[config.mk]
export PLATFORM = sky130hd
export DESIGN_NAME = key_value_param_tokenizer_core_flat
export DESIGN_NICKNAME = d
export VERILOG_FILES = /design/src/rtl/kvpt_pkg.sv /design/src/rtl/kvpt_if.sv /design/src/rtl/kvpt_step.sv /design/src/rtl/kvpt_queue.sv /design/src/rtl/key_value_param_tokenizer_core.sv /design/src/flat_wrapper.sv
export SDC_FILE = /design/constraint.sdc
export NUM_CORES = 1
export LEC_CHECK = 0
export ABC_AREA = 1
export BUFFER_PORTS_ARGS = -buffer_cell sky130_fd_sc_hd__buf_2
export CAP_MARGIN = 20
export CORE_ASPECT_RATIO = 1.2
export CORE_MARGIN = 2
export CORE_UTILIZATION = 40
export CTS_CLUSTER_DIAMETER = 200
export DETAILED_ROUTE_END_ITERATION = 12
export GPL_ROUTABILITY_DRIVEN = 0
export PLACE_DENSITY = 0.69
export SLEW_MARGIN = 0
export SYNTH_ARGS = -nofsm -noshare
export SYNTH_HDL_FRONTEND = slang
export SYNTH_SLANG_ARGS = --single-unit
[constraint.sdc]
create_clock -name clk -period 3.3 [get_ports clk]
set_input_delay 0.165 -clock clk [delete_from_list [all_inputs] [get_ports clk]]
set_output_delay 0.165 -clock clk [all_outputs]
set_load 0.02 [all_outputs]
[src/rtl/kvpt_pkg.sv]
// shared types and constants for the key value parameter tokenizer
package kvpt_pkg;

  // parse phase codes
  localparam logic [2:0] PH_BEFORE_NAME  = 3'd0;
  localparam logic [2:0] PH_IN_NAME      = 3'd1;
  localparam logic [2:0] PH_AFTER_NAME   = 3'd2;
  localparam logic [2:0] PH_BEFORE_VALUE = 3'd3;
  localparam logic [2:0] PH_VAL_DQ       = 3'd4;
  localparam logic [2:0] PH_VAL_SQ       = 3'd5;
  localparam logic [2:0] PH_VAL_UNQ      = 3'd6;
  localparam logic [2:0] PH_DONE         = 3'd7;

  // result kind codes
  localparam logic [1:0] KIND_NAME  = 2'd0;
  localparam logic [1:0] KIND_VALUE = 2'd1;
  localparam logic [1:0] KIND_PAIR  = 2'd2;

  // special bytes
  localparam logic [7:0] CH_EQUALS = 8'h3D;
  localparam logic [7:0] CH_DQUOTE = 8'h22;
  localparam logic [7:0] CH_SQUOTE = 8'h27;
  localparam logic [7:0] CH_CR     = 8'h0D;
  localparam logic [7:0] CH_LF     = 8'h0A;
  localparam logic [7:0] CH_SPACE  = 8'h20;
  localparam logic [7:0] CH_TAB    = 8'h09;

  localparam logic [7:0] SEP_RESET = 8'h3B;

  // result queue geometry
  localparam int unsigned QUEUE_DEPTH = 4;
  localparam int unsigned QPTR_W      = $clog2(QUEUE_DEPTH);
  localparam int unsigned QCNT_W      = $clog2(QUEUE_DEPTH + 1);

  typedef struct packed {
    logic [1:0] kind;
    logic [7:0] char_out;
    logic       last_of_run;
  } result_t;

  // outcome of one input item
  typedef struct packed {
    logic [1:0] count;
    result_t    r0;
    result_t    r1;
    logic [2:0] phase_next;
  } step_t;

endpackage

[src/rtl/kvpt_if.sv]
// valid/ready channel interfaces for input bytes and result items
interface kvpt_in_if;
  logic       valid;
  logic       ready;
  logic [7:0] char_in;
  logic       end_of_string;

  modport source (output valid, output char_in, output end_of_string, input ready);
  modport sink (input valid, input char_in, input end_of_string, output ready);
endinterface

interface kvpt_out_if;
  logic       valid;
  logic       ready;
  logic [1:0] kind;
  logic [7:0] char_out;
  logic       last_of_run;

  modport source (output valid, output kind, output char_out, output last_of_run,
                  input ready);
  modport sink (input valid, input kind, input char_out, input last_of_run,
                output ready);
endinterface

[src/rtl/kvpt_step.sv]
// per-byte parse rules: next phase and up to two result items
module kvpt_step
  import kvpt_pkg::*;
(
  input  logic [2:0] phase,
  input  logic [7:0] separator,
  input  logic [7:0] char_in,
  input  logic       end_of_string,
  output step_t      step
);

  logic       is_ws;
  logic       is_crlf;
  logic       m_emit;
  logic [1:0] m_kind;
  logic [7:0] m_char;
  logic [2:0] mid;
  logic       closes;
  logic       f_emit;
  result_t    pair_res;

  assign is_crlf = (char_in == CH_CR) || (char_in == CH_LF);
  assign is_ws   = is_crlf || (char_in == CH_SPACE) || (char_in == CH_TAB);
  assign closes  = ((phase == PH_VAL_DQ) && (char_in == CH_DQUOTE)) ||
                   ((phase == PH_VAL_SQ) && (char_in == CH_SQUOTE));

  // per-phase rules for an ordinary byte
  always_comb begin
    m_emit = 1'b0;
    m_kind = KIND_NAME;
    m_char = char_in;
    mid    = phase;
    unique case (phase) inside
      PH_BEFORE_NAME: begin
        if (char_in != separator && !is_ws) begin
          m_emit = 1'b1;
          mid    = PH_IN_NAME;
        end
      end
      PH_IN_NAME: begin
        if (!is_ws && char_in != CH_EQUALS && char_in != separator) begin
          m_emit = 1'b1;
        end else if (char_in == CH_EQUALS) begin
          mid = PH_BEFORE_VALUE;
        end else if (char_in == separator) begin
          m_emit = 1'b1;
          m_kind = KIND_PAIR;
          m_char = 8'd0;
          mid    = PH_BEFORE_NAME;
        end else begin
          mid = PH_AFTER_NAME;
        end
      end
      PH_AFTER_NAME: begin
        if (char_in == CH_EQUALS) begin
          mid = PH_BEFORE_VALUE;
        end
      end
      PH_BEFORE_VALUE: begin
        if (!is_ws) begin
          if (char_in == CH_DQUOTE) begin
            mid = PH_VAL_DQ;
          end else if (char_in == CH_SQUOTE) begin
            mid = PH_VAL_SQ;
          end else begin
            m_emit = 1'b1;
            m_kind = KIND_VALUE;
            mid    = PH_VAL_UNQ;
          end
        end
      end
      PH_VAL_DQ, PH_VAL_SQ, PH_VAL_UNQ: begin
        m_emit = 1'b1;
        if (char_in == separator || closes) begin
          m_kind = KIND_PAIR;
          m_char = 8'd0;
          mid    = PH_BEFORE_NAME;
        end else begin
          m_kind = KIND_VALUE;
        end
      end
      PH_DONE: begin
        mid = PH_DONE;
      end
      default: begin
        mid = phase;
      end
    endcase
  end

  assign pair_res = '{kind: KIND_PAIR, char_out: 8'd0, last_of_run: 1'b1};

  // record end, done phase and final-byte flush
  always_comb begin
    step.r0 = pair_res;
    step.r1 = pair_res;
    f_emit  = 1'b0;
    if (phase == PH_DONE) begin
      step.count      = 2'd0;
      step.phase_next = end_of_string ? PH_BEFORE_NAME : PH_DONE;
    end else if (is_crlf) begin
      f_emit          = (phase != PH_BEFORE_NAME);
      step.count      = {1'b0, f_emit};
      step.phase_next = end_of_string ? PH_BEFORE_NAME : PH_DONE;
    end else begin
      f_emit          = end_of_string && (mid != PH_BEFORE_NAME);
      step.count      = {1'b0, m_emit} + {1'b0, f_emit};
      step.phase_next = end_of_string ? PH_BEFORE_NAME : mid;
      if (m_emit) begin
        step.r0.kind        = m_kind;
        step.r0.char_out    = m_char;
        step.r0.last_of_run = !f_emit;
      end
    end
  end

endmodule

[src/rtl/kvpt_queue.sv]
// small result queue: takes up to two items per cycle, gives one
module kvpt_queue
  import kvpt_pkg::*;
(
  input  logic              clk,
  input  logic              rst,
  input  logic [1:0]        push_count,
  input  result_t           push_r0,
  input  result_t           push_r1,
  output logic              room,
  kvpt_out_if.source        tokens
);

  result_t             slots [QUEUE_DEPTH];
  logic [QPTR_W-1:0]   wr_ptr;
  logic [QPTR_W-1:0]   rd_ptr;
  logic [QCNT_W-1:0]   count;
  logic [QPTR_W-1:0]   wr_ptr_next1;
  logic                pop;
  result_t             head;

  // room for a worst-case item of two results
  assign room         = (count <= QCNT_W'(QUEUE_DEPTH - 2));
  assign pop          = tokens.valid && tokens.ready;
  assign wr_ptr_next1 = wr_ptr + QPTR_W'(1);

  // result output
  assign head               = slots[rd_ptr];
  assign tokens.valid       = (count != '0);
  assign tokens.kind        = head.kind;
  assign tokens.char_out    = head.char_out;
  assign tokens.last_of_run = head.last_of_run;

  // slot writes
  always_ff @(posedge clk) begin
    if (push_count != 2'd0) begin
      slots[wr_ptr] <= push_r0;
    end
    if (push_count == 2'd2) begin
      slots[wr_ptr_next1] <= push_r1;
    end
  end

  // pointers and fill count
  always_ff @(posedge clk) begin
    if (rst) begin
      wr_ptr <= '0;
      rd_ptr <= '0;
      count  <= '0;
    end else begin
      wr_ptr <= wr_ptr + QPTR_W'(push_count);
      rd_ptr <= rd_ptr + QPTR_W'(pop);
      count  <= count + QCNT_W'(push_count) - QCNT_W'(pop);
    end
  end

endmodule

[src/rtl/key_value_param_tokenizer_core.sv]
// top level of the key value parameter tokenizer
//
// Usage: bytes of a parameter string such as name=value;n2="v 2" enter on the
// chars channel, one per item, with end_of_string set on the last byte.
// Result items leave on the tokens channel: name bytes, value bytes and a
// pair-complete marker, with last_of_run set on the final result of a byte.
// The user must write the separator byte through sep_we/sep_wdata only while
// idle; the block itself does not enforce this. Results of a byte are
// registered in the result queue. Throughput: one byte per cycle while
// chars.ready is high, limited by the single result port when a byte yields
// two results (a two-slot step into a four-entry result queue). chars.ready
// is high while the queue has at least two free slots, so a stalled receiver
// backs up into the byte stream after at most four results are held. Reset
// clears the parse phase and the queue and sets the separator to ';'.
module key_value_param_tokenizer_core
  import kvpt_pkg::*;
(
  input  logic        clk,
  input  logic        rst,
  input  logic        sep_we,
  input  logic [7:0]  sep_wdata,
  kvpt_in_if.sink     chars,
  kvpt_out_if.source  tokens
);

  logic [2:0] phase;
  logic [7:0] separator;
  step_t      step;
  logic       room;
  logic       accept;
  logic [1:0] push_count;

  assign chars.ready = room;
  assign accept      = chars.valid && room;
  assign push_count  = accept ? step.count : 2'd0;

  // separator register
  always_ff @(posedge clk) begin
    if (rst) begin
      separator <= SEP_RESET;
    end else if (sep_we) begin
      separator <= sep_wdata;
    end
  end

  // parse phase register
  always_ff @(posedge clk) begin
    if (rst) begin
      phase <= PH_BEFORE_NAME;
    end else if (accept) begin
      phase <= step.phase_next;
    end
  end

  // per-byte rules
  kvpt_step u_step (
    .phase         (phase),
    .separator     (separator),
    .char_in       (chars.char_in),
    .end_of_string (chars.end_of_string),
    .step          (step)
  );

  // result queue
  kvpt_queue u_queue (
    .clk        (clk),
    .rst        (rst),
    .push_count (push_count),
    .push_r0    (step.r0),
    .push_r1    (step.r1),
    .room       (room),
    .tokens     (tokens)
  );

endmodule
[src/flat_wrapper.sv]
// flat-port wrapper written by rule: the top's interface ports become plain ports
module key_value_param_tokenizer_core_flat import kvpt_pkg::*;
  (clk, rst, sep_we, sep_wdata, chars_valid, chars_char_in, chars_end_of_string, chars_ready, tokens_valid, tokens_kind, tokens_char_out, tokens_last_of_run, tokens_ready);
  kvpt_in_if chars_i ();
  kvpt_out_if tokens_i ();
  input  logic clk;
  input  logic rst;
  input  logic sep_we;
  input  logic [7:0] sep_wdata;
  input wire logic [$bits(chars_i.valid)-1:0] chars_valid;
  input wire logic [$bits(chars_i.char_in)-1:0] chars_char_in;
  input wire logic [$bits(chars_i.end_of_string)-1:0] chars_end_of_string;
  output wire logic [$bits(chars_i.ready)-1:0] chars_ready;
  output wire logic [$bits(tokens_i.valid)-1:0] tokens_valid;
  output wire logic [$bits(tokens_i.kind)-1:0] tokens_kind;
  output wire logic [$bits(tokens_i.char_out)-1:0] tokens_char_out;
  output wire logic [$bits(tokens_i.last_of_run)-1:0] tokens_last_of_run;
  input wire logic [$bits(tokens_i.ready)-1:0] tokens_ready;
  assign chars_i.valid = chars_valid;
  assign chars_i.char_in = chars_char_in;
  assign chars_i.end_of_string = chars_end_of_string;
  assign chars_ready = chars_i.ready;
  assign tokens_valid = tokens_i.valid;
  assign tokens_kind = tokens_i.kind;
  assign tokens_char_out = tokens_i.char_out;
  assign tokens_last_of_run = tokens_i.last_of_run;
  assign tokens_i.ready = tokens_ready;
  key_value_param_tokenizer_core u_core (.clk(clk), .rst(rst), .sep_we(sep_we), .sep_wdata(sep_wdata), .chars(chars_i), .tokens(tokens_i));
endmodule
==> metrics.md <==
| Metric | Value |
|---|---|
| Worst path top cell family by delay | `adder cells` |
| Reg clk slew, reported paths | `roughly 0.070 ns` |
| DRC viols | `0` |
| Max VDD drop | `231 µV` |
| Largest stage delay on the critical path | `0.36 ns` |
| IO Pins | `35` |
| Drt total wl | `roughly 8800 µm` |
| PnR Total Power | `approximately 0.0033 W` |
| Post-synth cell types | `29` |
| Synthesis-stage register bit count | `62` |
| Syn Nets | `between 500 and 600` |
| Root buf cell | `clkbuf_8` |
| Final Setup Violations | `0` |
| Largest net degree at the start of global routing | `32` |
| FILL cells | `895` |
| Standard-cell rows | `37` |
| Number of H-tree levels | `3` |
| Fin util | `47.3%` |
| Wire per inst | `12.4 µm` |
| DRT antenna net count | `0` |
| Vias | `approximately 3,500` |
| DRT iter0 DRCs | `258` |
| Max-Cap Viols | `0` |
| Synthesized area per cell | `6.32 µm²` |
| Crit. End Element | `register` |
| All-layer global routing usage | `19.4%` |
| Core Region | `8560 µm²` |
| Die height | `about 110 µm` |
| Clk buf depth | `2` |
| Max-slew violation count | `0` |
| Pleak | `2.24 nW` |
| Final min period | `3.12 ns` |
| Max_slew headroom | `40.8%` |
| Critical Path RT | `between 3 and 4 ns` |
| Nature of the critical path startpoint | `register` |
| CP Class | `register to register` |
| Hold crit path type | `input pin to register` |
| First-pass DRT Iterations | `5` |
| Initial antenna violation count | `0` |
| Post-Syn Area | `3530 µm²` |
| First-pass GRT wire length | `15,300 µm` |
| Clock Latency Late Sink | `0.34 ns` |
| Hold Slack | `roughly 0.031 ns` |
| Final HPWL DP | `6620 µm` |
| Unrepaired setup endpoints after global routing | `true` |
| Clock skew | `0.00889 ns` |
| Part of the cycle the worst path needs | `94.6%` |
| Ys Warns | `0` |
| Vias in the first global route | `around 3,400` |
| Sequential-to-total area share from yosys stat | `a little over a third` |
| Commonest non-fill, non-tap cell in the layout | `nand2_1` |
| TritonCTS clock tree | `yes` |
| Slowest cell on the critical path | `dfxtp_1` |
| Die X | `89.8 µm` |
| TritonCTS Buffers | `9` |
| Layout cells sized above 1 | `17.1%` |
| WP buf/inv | `4` |
| Layout Cells excl Fill | `714` |
| Grt ovf | `0` |
| Via density | `4.94` |
| Clock sinks | `62` |
| Synth Instances | `559` |
| Max Fclk | `roughly 320 MHz` |
| Buffers on Ports | `34` |
| Full die area | `just under 10,000 µm²` |
| Starting Density | `41.2%` |
| ANT cells | `0` |
| Status | `finished, final reports clean` |
| Worst EP arrival | `3.35 ns` |
| P&R area growth vs syn | `14.6%` |
| Worst-path cell chain | `xnor2_1 -> nand2_1 -> nor2_2 -> nand2_2 -> nand3_2 -> nand2_1 -> a21oi_2 -> nand3_1 -> o21a_1 -> ha_1 -> inv_1 -> nand2_2 -> nand4_4 -> ha_1 -> inv_1 -> ha_1 -> inv_1 -> fa_2 -> xor2_1 -> inv_1 -> nor2_1` |
| Cell mode on critical path | `inv_1` |
| Final hold vios | `0` |
| Slew @ Worst Pin | `roughly 0.89 ns` |
| Dpl cells | `approximately 700` |
| CP max FO | `6` |
| PwrDens | `807 nW/µm²` |
| Most frequent cells in the layout | `nand2_1 (172), inv_1 (80), a21oi_1 (75)` |
| Fin nets | `623` |
## per-stage QoR
step,setup TNS [ns],area (µm²),setup WS [ns]
after floorplan,0,3530,0.234
after global placement,0,3810,0.0652
after detailed placement,-0.0365,3810,-0.0365
after CTS,0,3970,0.0239
after global routing,-0.107,4050,-0.0731
final,0,4050,0.178
## kinds of logic (layout without fill, tap and decap cells)
kind of cell | after synthesis | count (layout) | synth area share [%]
buf+inv | 106 | 144 | 12.0
xor+xnor | 7 | 7 | 1.74
compound gates | 104 | 104 | 15.3
fa+ha+maj | 7 | 7 | 2.69
simple gates | 273 | 273 | 33.1
flops | 62 | 62 | 35.1
## worst min-delay path, cell delays in order
cell and delay [ns]:
buf_2 0.08, a21oi_1 0.05, o21ai_0 0.05
## cell usage after synthesis, drive strengths merged
cell type    n  area share, %
nand2      179             19
inv         86            9.1
a21oi       77             11
dfxtp       62             35
nor2        50            6.0
nand3       37            6.0
o21ai       23            3.3
buf         13            2.2
clkbuf       7           0.74
ha           6            2.1
xnor2        6            1.5
nand4        5            1.5
nor3         2           0.28
o22ai        2           0.35
a21boi       1           0.21
fa           1           0.57
o21a         1           0.21
xor2         1           0.25
## worst paths after layout
path | from | to | slack (ns) | cells past startpoint
hold / removal | sep_wdata[5] | u_core.separator[5] | 0.03 | 3
hold reg to reg | u_core.separator[7] | u_core.separator[7] | 0.47 | 2
setup reg to reg | u_core.separator[3] | u_core.u_queue.count[2] | 0.18 | 21
setup / recovery | u_core.separator[3] | u_core.u_queue.count[2] | 0.18 | 21
## area by class of cell
class / instances / area (µm²) / share of cell area (%)
inverter: 86 / 323 / 7.97
timing repair buffer: 44 / 245 / 6.06
sequential: 62 / 1250 / 30.8
tap: 117 / 146 / 3.62
multi-input combinational: 391 / 1920 / 47.5
clock buffer: 10 / 138 / 3.40
clock inverter: 4 / 25.0 / 0.618
## report_power, final
part | leakage (nW) | switching, W | internal, W
Clock | 0.0800 | 0.000293 | 0.000281
Combinational | 1.64 | 0.000933 | 0.000541
Sequential | 0.520 | 0.000155 | 0.00106
Total | 2.24 | 0.00138 | 0.00189
## metal layers
metal | routed length (µm) | track usage [%] | vias to the layer above | share of wire (%)
met4 | 180 | 7.47 | 0 | 2.0
met3 | 440 | 3.94 | 17 | 5.0
met1 | 3890 | 23.5 | 1580 | 44
met2 | 4330 | 33.9 | 109 | 49
met5 | 0 | 0 | - | 0
li1 | - | - | 1818 | -
## what timing repair did
item | in CTS | in global routing
pin swaps | 0 | 5
hold buffers | 0 | 0
gates resized for setup | 2 | 20
setup buffers | 0 | 2
endpoints found under the setup margin | 1 | 44
cloned | 0 | 0
## flip-flops by register name (all words and copies together), names as in the netlist
register / cells
u_core.phase: 3
u_core.separator: 8
u_core.u_queue.count: 3
u_core.u_queue.rd_ptr: 2
u_core.u_queue.slots: 44
u_core.u_queue.wr_ptr: 2
No activity file was read; power rests on OpenSTA's default activity.
